--- config.mk ---
export PLATFORM = sky130hd
export DESIGN_NAME = binary_morphology_3x3
export DESIGN_NICKNAME = d
export VERILOG_FILES = /design/src/sv/bmorph_pkg.sv /design/src/sv/bmorph_ram.sv /design/src/sv/bmorph_div.sv /design/src/sv/bmorph_pos.sv /design/src/sv/binary_morphology_3x3.sv
export SDC_FILE = /design/constraint.sdc
export NUM_CORES = 2
export LEC_CHECK = 0
export BUFFER_PORTS_ARGS = -buffer_cell sky130_fd_sc_hd__buf_2
export CAP_MARGIN = 5
export CELL_PAD_IN_SITES_DETAIL_PLACEMENT = 2
export CELL_PAD_IN_SITES_GLOBAL_PLACEMENT = 2
export CORE_UTILIZATION = 51
export DETAILED_ROUTE_END_ITERATION = 6
export GPL_TIMING_DRIVEN = 0
export PLACE_DENSITY_LB_ADDON = 0.15
export RECOVER_POWER = 100
export SETUP_SLACK_MARGIN = 0.02
export SLEW_MARGIN = 15
export SYNTH_ARGS = -nofsm -noshare
export SYNTH_HDL_FRONTEND = slang
export SYNTH_SLANG_ARGS = --single-unit
--- constraint.sdc ---
create_clock -name clk -period 57.2 [get_ports clk]
set_input_delay 0 -clock clk [delete_from_list [all_inputs] [get_ports clk]]
set_output_delay 0 -clock clk [all_outputs]
set_load 0.03 [all_outputs]
--- src/sv/bmorph_pkg.sv ---
`timescale 1ns / 1ps
`default_nettype none

package bmorph_pkg;

  localparam int MAX_WIDTH  = 1024;
  localparam int MAX_HEIGHT = 1024;

  localparam int CFG_W   = 11;
  localparam int IDX_W   = 2;
  localparam int P_W     = 21;
  localparam int Q_W     = 20;
  localparam int COL_W   = $clog2(MAX_WIDTH);
  localparam int WDIM_W  = $clog2(MAX_WIDTH + 1);
  localparam int HDIM_W  = $clog2(MAX_HEIGHT + 1);
  localparam int TOT_W   = $clog2(MAX_WIDTH * MAX_HEIGHT + 1);
  localparam int CMP_W   = (TOT_W > P_W) ? TOT_W : P_W;
  localparam int STEP_W  = $clog2(P_W + 1);

  localparam logic [IDX_W-1:0] REG_FRAME_WIDTH  = 2'd0;
  localparam logic [IDX_W-1:0] REG_FRAME_HEIGHT = 2'd1;
  localparam logic [IDX_W-1:0] REG_MORPH_MODE   = 2'd2;

  localparam logic MODE_ERODE  = 1'b0;
  localparam logic MODE_DILATE = 1'b1;

  localparam logic REQ_PIXEL = 1'b0;
  localparam logic REQ_FLUSH = 1'b1;

  typedef enum logic [1:0] {
    ST_CLEAR,
    ST_RUN,
    ST_DIV
  } state_t;

  typedef struct packed {
    logic             pix;
    logic [COL_W-1:0] col;
    logic             has_res;
    logic             last;
    logic             interior;
  } item_t;

endpackage

`default_nettype wire

--- src/sv/bmorph_ram.sv ---
`timescale 1ns / 1ps
`default_nettype none

module bmorph_ram #(
  parameter int WIDTH = 2,
  parameter int DEPTH = 1024
) (
  input  wire logic                     clk,
  input  wire logic                     we,
  input  wire logic [$clog2(DEPTH)-1:0] waddr,
  input  wire logic [WIDTH-1:0]         wdata,
  input  wire logic                     re,
  input  wire logic [$clog2(DEPTH)-1:0] raddr,
  output logic      [WIDTH-1:0]         rdata
);

  logic [WIDTH-1:0] mem [DEPTH];

  always_ff @(posedge clk) begin
    if (we) begin
      mem[waddr] <= wdata;
    end
    if (re) begin
      rdata <= mem[raddr];
    end
  end

endmodule

`default_nettype wire

--- src/sv/bmorph_div.sv ---
`timescale 1ns / 1ps
`default_nettype none

module bmorph_div (
  input  wire logic                         clk,
  input  wire logic                         rst_n,
  input  wire logic                         start,
  input  wire logic [bmorph_pkg::P_W-1:0]    num_a,
  input  wire logic [bmorph_pkg::P_W-1:0]    num_b,
  input  wire logic [bmorph_pkg::WDIM_W-1:0] divisor,
  output logic                              done,
  output logic      [bmorph_pkg::COL_W-1:0]  rem_a,
  output logic      [bmorph_pkg::COL_W-1:0]  rem_b,
  output logic      [bmorph_pkg::Q_W-1:0]    quo_b
);

  import bmorph_pkg::*;

  logic [STEP_W-1:0] step_r, step_nxt;
  logic              done_r, done_nxt;
  logic [P_W-1:0]    na_r, na_nxt, nb_r, nb_nxt, qb_r, qb_nxt;
  logic [COL_W-1:0]  ra_r, ra_nxt, rb_r, rb_nxt;
  logic [WDIM_W-1:0] dv_r, dv_nxt;
  logic [COL_W:0]    sa, sb, dv_ext;
  logic              ge_a, ge_b;

  always_comb begin
    dv_ext = (COL_W + 1)'(dv_r);
    sa     = {ra_r, na_r[P_W-1]};
    sb     = {rb_r, nb_r[P_W-1]};
    ge_a   = (sa >= dv_ext);
    ge_b   = (sb >= dv_ext);

    step_nxt = step_r;
    done_nxt = 1'b0;
    na_nxt   = na_r;
    nb_nxt   = nb_r;
    qb_nxt   = qb_r;
    ra_nxt   = ra_r;
    rb_nxt   = rb_r;
    dv_nxt   = dv_r;

    if (start) begin
      step_nxt = STEP_W'(P_W);
      na_nxt   = num_a;
      nb_nxt   = num_b;
      qb_nxt   = '0;
      ra_nxt   = '0;
      rb_nxt   = '0;
      dv_nxt   = divisor;
    end else if (step_r != '0) begin
      step_nxt = step_r - STEP_W'(1);
      done_nxt = (step_r == STEP_W'(1));
      na_nxt   = {na_r[P_W-2:0], 1'b0};
      nb_nxt   = {nb_r[P_W-2:0], 1'b0};
      ra_nxt   = ge_a ? COL_W'(sa - dv_ext) : COL_W'(sa);
      rb_nxt   = ge_b ? COL_W'(sb - dv_ext) : COL_W'(sb);
      qb_nxt   = {qb_r[P_W-2:0], ge_b};
    end
  end

  always_ff @(posedge clk) begin
    if (!rst_n) begin
      step_r <= '0;
      done_r <= 1'b0;
    end else begin
      step_r <= step_nxt;
      done_r <= done_nxt;
    end
    na_r <= na_nxt;
    nb_r <= nb_nxt;
    qb_r <= qb_nxt;
    ra_r <= ra_nxt;
    rb_r <= rb_nxt;
    dv_r <= dv_nxt;
  end

  assign done  = done_r;
  assign rem_a = ra_r;
  assign rem_b = rb_r;
  assign quo_b = qb_r[Q_W-1:0];

endmodule

`default_nettype wire

--- src/sv/bmorph_pos.sv ---
`timescale 1ns / 1ps
`default_nettype none

module bmorph_pos (
  input  wire logic                         clk,
  input  wire logic                         rst_n,
  input  wire logic                         advance,
  input  wire logic                         load,
  input  wire logic                         req_type,
  input  wire logic                         pixel_in,
  input  wire logic [bmorph_pkg::WDIM_W-1:0] w,
  input  wire logic [bmorph_pkg::HDIM_W-1:0] h,
  input  wire logic [bmorph_pkg::TOT_W-1:0]  total,
  input  wire logic [bmorph_pkg::COL_W-1:0]  load_col,
  input  wire logic [bmorph_pkg::COL_W-1:0]  load_x,
  input  wire logic [bmorph_pkg::Q_W-1:0]    load_y,
  output bmorph_pkg::item_t                  item,
  output logic      [bmorph_pkg::P_W-1:0]    p_cnt,
  output logic      [bmorph_pkg::Q_W-1:0]    q_cnt
);

  import bmorph_pkg::*;

  logic [P_W-1:0]    p_r, p_nxt, p_inc;
  logic [COL_W-1:0]  col_r, col_nxt;
  logic [Q_W-1:0]    q_r, q_nxt;
  logic [COL_W-1:0]  x_r, x_nxt;
  logic [Q_W-1:0]    y_r, y_nxt;
  logic [CMP_W-1:0]  p_ext, tot_ext;
  logic [WDIM_W-1:0] col_inc, x_inc;
  logic              x_wrap;

  always_comb begin
    p_ext   = CMP_W'(p_r);
    tot_ext = CMP_W'(total);
    p_inc   = p_r + P_W'(1);
    col_inc = WDIM_W'(col_r) + WDIM_W'(1);
    x_inc   = WDIM_W'(x_r) + WDIM_W'(1);
    x_wrap  = (x_inc == w);

    item.pix      = (req_type == REQ_PIXEL) && (p_ext < tot_ext) && pixel_in;
    item.col      = col_r;
    item.has_res  = (p_ext >= CMP_W'(w) + CMP_W'(1));
    item.last     = (CMP_W'(q_r) + CMP_W'(1) >= tot_ext);
    item.interior = (x_r != '0) && ((WDIM_W + 1)'(x_r) + (WDIM_W + 1)'(2) <= (WDIM_W + 1)'(w))
                 && (y_r != '0) && ((Q_W + 1)'(y_r) + (Q_W + 1)'(2) <= (Q_W + 1)'(h));

    p_nxt   = p_r;
    col_nxt = col_r;
    q_nxt   = q_r;
    x_nxt   = x_r;
    y_nxt   = y_r;

    if (load) begin
      col_nxt = load_col;
      x_nxt   = load_x;
      y_nxt   = load_y;
    end else if (advance) begin
      if (item.has_res && item.last) begin
        p_nxt   = '0;
        col_nxt = '0;
        q_nxt   = '0;
        x_nxt   = '0;
        y_nxt   = '0;
      end else begin
        p_nxt   = p_inc;
        col_nxt = ((p_inc == '0) || (col_inc == w)) ? '0 : COL_W'(col_inc);
        if (item.has_res) begin
          q_nxt = q_r + Q_W'(1);
          x_nxt = x_wrap ? '0 : COL_W'(x_inc);
          y_nxt = x_wrap ? y_r + Q_W'(1) : y_r;
        end
      end
    end
  end

  always_ff @(posedge clk) begin
    if (!rst_n) begin
      p_r   <= '0;
      col_r <= '0;
      q_r   <= '0;
      x_r   <= '0;
      y_r   <= '0;
    end else begin
      p_r   <= p_nxt;
      col_r <= col_nxt;
      q_r   <= q_nxt;
      x_r   <= x_nxt;
      y_r   <= y_nxt;
    end
  end

  assign p_cnt = p_r;
  assign q_cnt = q_r;

endmodule

`default_nettype wire

--- src/sv/binary_morphology_3x3.sv ---
`timescale 1ns / 1ps
`default_nettype none

// Streaming 3x3 binary erosion or dilation, one mask pixel per clock in raster order while
// the output is not stalled and no recompute is running. Each accepted beat is registered
// together with its column lookup in a two-row line buffer RAM and then moves on to the
// result register. A result belongs to the pixel frame_width+1 beats back, so after a frame
// the host sends frame_width+1 flush beats; the last result of the frame carries
// frame_last and the counters rewind. After reset all 1024 line buffer columns are cleared
// with in_ready low. Any register write is followed by a position recompute (a bit-serial
// divide), during which in_ready is low; cfg_ready is always high. Pixels on the frame
// border pass through unchanged.

module binary_morphology_3x3 (
  input  wire logic                        clk,
  input  wire logic                        rst_n,
  input  wire logic                        in_valid,
  output logic                             in_ready,
  input  wire logic                        in_req_type,
  input  wire logic                        in_pixel_in,
  output logic                             out_valid,
  input  wire logic                        out_ready,
  output logic                             out_pixel_out,
  output logic                             out_frame_last,
  input  wire logic                        cfg_valid,
  output logic                             cfg_ready,
  input  wire logic [bmorph_pkg::IDX_W-1:0] cfg_index,
  input  wire logic [bmorph_pkg::CFG_W-1:0] cfg_data
);

  import bmorph_pkg::*;

  state_t            state_r, state_nxt;
  logic [COL_W-1:0]  clr_addr_r, clr_addr_nxt;
  logic              pend_r, pend_nxt;
  logic [WDIM_W-1:0] w_r;
  logic [HDIM_W-1:0] h_r;
  logic [TOT_W-1:0]  total_r;
  logic              mode_r;

  item_t             cur_item;
  item_t             s1_item_r;
  logic              s1_valid_r, s1_valid_nxt;
  logic              fwd_r;
  logic [1:0]        fwd_word_r;
  logic [8:0]        win_r, win_nxt;
  logic              out_valid_r, out_valid_nxt;
  logic              out_pix_r, out_last_r;

  logic              accept, s1_go, cfg_wr, div_start, div_done, filtered;
  logic [P_W-1:0]    p_cnt;
  logic [Q_W-1:0]    q_cnt;
  logic [COL_W-1:0]  div_rem_a, div_rem_b;
  logic [Q_W-1:0]    div_quo_b;
  logic              ram_we;
  logic [COL_W-1:0]  ram_waddr;
  logic [1:0]        ram_wdata, ram_rdata, run_word, line_word;
  logic [2:0]        triple;

  assign cfg_ready = 1'b1;
  assign cfg_wr    = cfg_valid && cfg_ready;

  always_ff @(posedge clk) begin
    if (!rst_n) begin
      w_r    <= WDIM_W'(MAX_WIDTH);
      h_r    <= HDIM_W'(MAX_HEIGHT);
      mode_r <= MODE_ERODE;
    end else if (cfg_wr) begin
      case (cfg_index)
        REG_FRAME_WIDTH: begin
          w_r <= (cfg_data == '0) ? WDIM_W'(1) :
                 ((int'(cfg_data) > MAX_WIDTH) ? WDIM_W'(MAX_WIDTH) : WDIM_W'(cfg_data));
        end
        REG_FRAME_HEIGHT: begin
          h_r <= (cfg_data == '0) ? HDIM_W'(1) :
                 ((int'(cfg_data) > MAX_HEIGHT) ? HDIM_W'(MAX_HEIGHT) : HDIM_W'(cfg_data));
        end
        REG_MORPH_MODE: begin
          mode_r <= cfg_data[0];
        end
        default: begin
        end
      endcase
    end
  end

  always_ff @(posedge clk) begin
    if (!rst_n) begin
      total_r <= TOT_W'(MAX_WIDTH * MAX_HEIGHT);
    end else if (div_start) begin
      total_r <= TOT_W'(w_r) * TOT_W'(h_r);
    end
  end

  assign s1_go    = s1_valid_r && (!s1_item_r.has_res || !out_valid_r || out_ready);
  assign in_ready = (state_r == ST_RUN) && !pend_r && (!s1_valid_r || s1_go);
  assign accept   = in_valid && in_ready;

  always_comb begin
    state_nxt    = state_r;
    clr_addr_nxt = clr_addr_r;
    div_start    = 1'b0;
    case (state_r)
      ST_CLEAR: begin
        clr_addr_nxt = clr_addr_r + COL_W'(1);
        if (clr_addr_r == COL_W'(MAX_WIDTH - 1)) begin
          state_nxt = ST_RUN;
        end
      end
      ST_RUN: begin
        if (pend_r && !s1_valid_r) begin
          div_start = 1'b1;
          state_nxt = ST_DIV;
        end
      end
      ST_DIV: begin
        if (div_done) begin
          state_nxt = ST_RUN;
        end
      end
      default: begin
        state_nxt = ST_CLEAR;
      end
    endcase
    pend_nxt = cfg_wr ? 1'b1 : (div_start ? 1'b0 : pend_r);
  end

  always_ff @(posedge clk) begin
    if (!rst_n) begin
      state_r    <= ST_CLEAR;
      clr_addr_r <= '0;
      pend_r     <= 1'b0;
    end else begin
      state_r    <= state_nxt;
      clr_addr_r <= clr_addr_nxt;
      pend_r     <= pend_nxt;
    end
  end

  bmorph_div u_div (
    .clk     (clk),
    .rst_n   (rst_n),
    .start   (div_start),
    .num_a   (p_cnt),
    .num_b   (P_W'(q_cnt)),
    .divisor (w_r),
    .done    (div_done),
    .rem_a   (div_rem_a),
    .rem_b   (div_rem_b),
    .quo_b   (div_quo_b)
  );

  bmorph_pos u_pos (
    .clk      (clk),
    .rst_n    (rst_n),
    .advance  (accept),
    .load     (div_done),
    .req_type (in_req_type),
    .pixel_in (in_pixel_in),
    .w        (w_r),
    .h        (h_r),
    .total    (total_r),
    .load_col (div_rem_a),
    .load_x   (div_rem_b),
    .load_y   (div_quo_b),
    .item     (cur_item),
    .p_cnt    (p_cnt),
    .q_cnt    (q_cnt)
  );

  // Line buffer word: bit 0 holds the row two above, bit 1 the row above.
  always_comb begin
    line_word = fwd_r ? fwd_word_r : ram_rdata;
    run_word  = {s1_item_r.pix, line_word[1]};
    triple    = {s1_item_r.pix, line_word[1], line_word[0]};
    win_nxt   = {win_r[5:0], triple};
    if (!s1_item_r.interior) begin
      filtered = win_nxt[4];
    end else if (mode_r == MODE_DILATE) begin
      filtered = |win_nxt;
    end else begin
      filtered = &win_nxt;
    end
    ram_we    = (state_r == ST_CLEAR) || s1_go;
    ram_waddr = (state_r == ST_CLEAR) ? clr_addr_r : s1_item_r.col;
    ram_wdata = (state_r == ST_CLEAR) ? 2'b00 : run_word;

    s1_valid_nxt  = accept ? 1'b1 : (s1_go ? 1'b0 : s1_valid_r);
    out_valid_nxt = (s1_go && s1_item_r.has_res) ? 1'b1 :
                    (out_ready ? 1'b0 : out_valid_r);
  end

  bmorph_ram #(
    .WIDTH (2),
    .DEPTH (MAX_WIDTH)
  ) u_line_ram (
    .clk   (clk),
    .we    (ram_we),
    .waddr (ram_waddr),
    .wdata (ram_wdata),
    .re    (accept),
    .raddr (cur_item.col),
    .rdata (ram_rdata)
  );

  always_ff @(posedge clk) begin
    if (!rst_n) begin
      s1_valid_r  <= 1'b0;
      out_valid_r <= 1'b0;
      fwd_r       <= 1'b0;
      win_r       <= '0;
    end else begin
      s1_valid_r  <= s1_valid_nxt;
      out_valid_r <= out_valid_nxt;
      if (accept) begin
        fwd_r <= s1_go && (s1_item_r.col == cur_item.col);
      end
      if (s1_go) begin
        win_r <= win_nxt;
      end
    end
    if (accept) begin
      s1_item_r  <= cur_item;
      fwd_word_r <= run_word;
    end
    if (s1_go && s1_item_r.has_res) begin
      out_pix_r  <= filtered;
      out_last_r <= s1_item_r.last;
    end
  end

  assign out_valid      = out_valid_r;
  assign out_pixel_out  = out_pix_r;
  assign out_frame_last = out_last_r;

endmodule

`default_nettype wire

==> run metrics, run 1 <==
area share of fa/ha/maj cells after synthesis=3.580%; Starting Density=51.29%; Synth async-reset ratio=0%; Tot GR Track Use=70.03%; top-count cell post-synth=edfxtp_1; number of port buffers=23; dominant combinational cell family by area after synthesis=multiplexers; count of flip-flops with a built-in enable after synthesis=between 2,000 and 2,500; cts bufs inserted=236; DP Wirelength=between 300 and 400 mm; # rows=165; largest net degree at the start of global routing=84; GPL Wtd Cong=approximately 1.0; Synth area leaders=edfxtp_1 (61%), mux4_2 (8.8%), nor2_1 (4.5%); Compound-Gate Fraction of Synth Area=under 10%; syn_nets=roughly 7,500; count of different cell masters after synthesis=101; Synth Register Bits=2,314; Post-Synthesis Cells=7,264; CTS root buf=clkbuf_16; simple-gate share of the synthesized area=9.671%; die height=452.8 um; First Err=[ERROR GRT-0232] Routing congestion too high. Check the congestion heatmap in the GUI.; CTS sink count=2,314; share of synthesized area spent on multiplexers=11.75%; Chip Width=452.8 um; Post-Syn Area=103,700 sq um; post-synth top area cell=edfxtp_1; Exit stage=5_1_grt; number of synthesis warnings=0; Post-Synth XOR/XNOR Area=under 10%; H-tree depth=4; total global routing overflow=57; I/O pin count=25; syn avg cell area=14.27 sq um; sequential fraction of the synthesis area=about two thirds; Max clock buf depth=3; outcome=did not finish; most frequent cells after synthesis=edfxtp_1 (2,120), nor2_1 (1,243), nand2_1 (557); top-area cell type share of the netlist area=around 61%; ys flop type=edfxtp_1
## per-stage QoR
stage          setup WS (ns)  std cells  hold WS [ns]  util [%]  instance area (sq um)
4_1_cts                49.91      10536       0.05621     58.27                 117800
3_3_place_gp           4.260       9959        0.2815     53.00                 107100
3_5_place_dp           49.99      10047        0.3105     54.09                 109300
2_1_floorplan          27.84       7264        0.1174         -                 103700
## logic make-up after synthesis
kind of cell,after synthesis
muxes,667
buffers and inverters,744
other,1
DFF,2314
adders and majority gates,248
AOI/OAI and AO/OA,834
xor gates and xnor gates,133
and+or+nand+nor,2323
## routing by layer
metal / overflow / global-route usage, %
met3: 1 / 54.01
met4: 25 / 65.99
met1: 0 / 70.76
met5: 0 / 33.77
met2: 31 / 86.92
## repair_timing
action | CTS
setup buffers | 0
gates resized for setup | 0
endpoints found under the hold margin | 38
hold buffers | 43
==> run 2, diff against run 1 <==
- CELL_PAD_IN_SITES_DETAIL_PLACEMENT: 2 -> default
- CELL_PAD_IN_SITES_GLOBAL_PLACEMENT: 2 -> default
- CORE_UTILIZATION: 51 -> 40
- SETUP_SLACK_MARGIN: 0.02 -> default
==> run 2 against run 1 <==
Compared with the run above: the flow now finishes, with violations (design-rule violations, max-capacitance violations, max-slew violations); synthesized cell count stayed put; area after synthesis stayed put.
==> run metrics, run 2 <==
outcome=finished with violations; failing checks=design-rule violations, max-capacitance violations, max-slew violations; RSZ-0062 raised after global routing=no; die height=511.1 um; ys flop type=edfxtp_1; # rows=186; Leakage Power=36.13 nW; reg2reg start=state_r[1]; top-area cell type share of the netlist area=61.42%; Worst R2R Path Depth=10; placed cell count=10,762; most frequent cells after synthesis=edfxtp_1 (2,120), nor2_1 (1,243), nand2_1 (557); count of different cell masters after synthesis=101; Biggest register=u_line_ram.mem; drt first pass iters=7; HP Class=in2reg; ANT nets after route=0; syn_nets=7,532; Slowest cell on crit path=clkbuf_1; postcts setup bufs=0; Max IR drop VDD=0.00003817 V; CTS root buf=clkbuf_16; relative slew slack=-144.8%; worst slew pin tran=3.671 ns; number of port buffers=23; Largest register FFs=2,048; Post-Synthesis Cells=7,264; Synth area leaders=edfxtp_1 (61%), mux4_2 (8.8%), nor2_1 (4.5%); DR WL/cell=39.67 um; count of flip-flops with a built-in enable after synthesis=2,120; Max Slew Vio Count=2,529; I/O pin count=25; pre-CTS setup slack=50.45 ns; WP data arrival=18.26 ns; Worst Hold Depth=5; syn avg cell area=around 14 sq um; CTS Hold Bufs=32; post-synth top area cell=edfxtp_1; fin nets=7,921; initial antenna violation count=55; Worst EP required=57.41 ns; DRT Wirelength=447.6 mm; Max Freq=roughly 0.055 GHz; sequential fraction of the synthesis area=65.16%; GPL Wtd Cong=about 1.0; clk slew on worst S/H paths=0.06 ns; number of synthesis warnings=0; via count=between 70,000 and 80,000; power per cell area=35.38 nW/um^2; layout cells sized above 1=14.25%; Setup Skew=0.09451 ns; crit path kind=reg2reg; Resized cells post-CTS=0; Chip Width=511.1 um; H-tree depth=4; Tot GR Track Use=33.72%; number of vias per cell=approximately 6.4; crit path max fanout=82; vias in the first global route=a little under 70,000; setup_tns=0 ns; clock insertion delay at the later pin of the skew report=0.98 ns; PnR worst setup slack=39.15 ns; CTS tree=built; CTS sink count=2,314; Max-Cap Viols=a little over 100; Post-Syn Area=103,700 sq um; top-count cell post-synth=edfxtp_1; CP peak stage delay=2.69 ns; Synth async-reset ratio=0%; Synth Register Bits=2,314; Tmin final=18.05 ns; first-pass GRT wire length=592.8 mm; Cell Area, Placed=110,300 sq um; largest net degree at the start of global routing=between 80 and 90; cts bufs inserted=241; Area growth, synth to finish=13.36%; CP endpoint kind=flip-flop; total global routing overflow=0; detailed-route DRC error count=1; Worst setup SP type=flip-flop; final instance area=117,500 sq um; initial drt markers=12,670; cell mode on critical path=clkbuf_1; hold_sp=cfg_data[1]; non-filler instance count after layout=about 11,000; fin crit share=roughly a third; core area=257,200 sq um; Max clock buf depth=3; CP startpoint=state_r[1]; most frequent cells in the layout=edfxtp_1 (2,120), nor2_1 (1,238), nand2_1 (557), mux4_2 (406), clkbuf_1 (401); Starting Density=between 40% and 50%; crit path cell chain=or2_2 > clkbuf_1 > clkbuf_1 > and2_0 > clkbuf_1 > clkbuf_1 > clkbuf_1 > clkbuf_1 > clkbuf_1 > clkbuf_1; Final Hold Violating Endpoints=0; die area=approximately 260,000 sq um; DP Wirelength=301.6 mm; commonest non-fill, non-tap cell in the layout=edfxtp_1; Final Setup Violations=0
## run 2: where the power goes
group | internal (W) | switching [W] | leakage (nW)
clock | 0.000883 | 0.000716 | 3.83
sequential | 0.00186 | 0.0000250 | 19.8
combinational | 0.000201 | 0.000467 | 12.5
## run 2: final cells by class
type	count	area, sq um
well taps	3384	4234
multi-input cells	4206	32580
repair buffers	146	1523
diodes	33	82.58
flip-flops and latches	2314	67540
inverters	208	780.7
clock inverters	167	1702
clock buffers	288	6227
fillers	22949	139700
plain buffers	536	2830
## run 2: per-layer routing
| layer | vias to the layer above | share of wire [%] | wire [um] | GRT usage [%] |
|---|---|---|---|---|
| li1 | 28161 | - | - | - |
| met1 | 37401 | 37 | 167100 | 44.71 |
| met2 | 5543 | 42 | 187900 | 47.93 |
| met3 | 1135 | 14 | 64200 | 12.42 |
| met4 | 14 | 6.3 | 28220 | 18.02 |
| met5 | - | 0.042 | 189 | 0.2922 |
## run 2: worst paths after layout
check                                end  slack [ns]
hold reg to reg           out_frame_last        0.42
setup reg to reg  u_line_ram.mem[550][1]       39.15
hold / removal                    h_r[1]        0.07
setup / recovery  u_line_ram.mem[550][1]       39.15
## run 2: logic make-up (layout without fill, tap and decap cells)
kind of cell / Yosys count / in the layout / share of synthesized area, %
flip-flops: 2314 / 2314 / 65.16
AO/OA/AOI/OAI: 834 / 834 / 5.252
adder cells (fa/ha/maj): 248 / 248 / 3.580
buffers and inverters: 744 / 1345 / 3.423
other: 1 / 34 / 0.003618
multiplexers: 667 / 667 / 11.75
AND/OR/NAND/NOR: 2323 / 2323 / 9.671
XOR/XNOR: 133 / 133 / 1.158
## run 2: stage by stage
step	power, W	hold WS (ns)	util (%)
2_1_floorplan	0.002238	0.1174	-
3_5_place_dp	0.002563	0.2905	42.90
5_1_grt	0.004219	0.09147	45.66
3_3_place_gp	0.002541	0.2852	42.00
6_report	0.004157	0.06790	45.69
4_1_cts	0.004128	0.02584	46.11
## run 2: critical path: cells and delay by family (launching register included)
kind	cells	cell delay [ns]
buffers and inverters	8	14.16
AND/OR/NAND/NOR	2	2.61
flip-flops	1	0.43
Power figures use the tool's default switching activity.
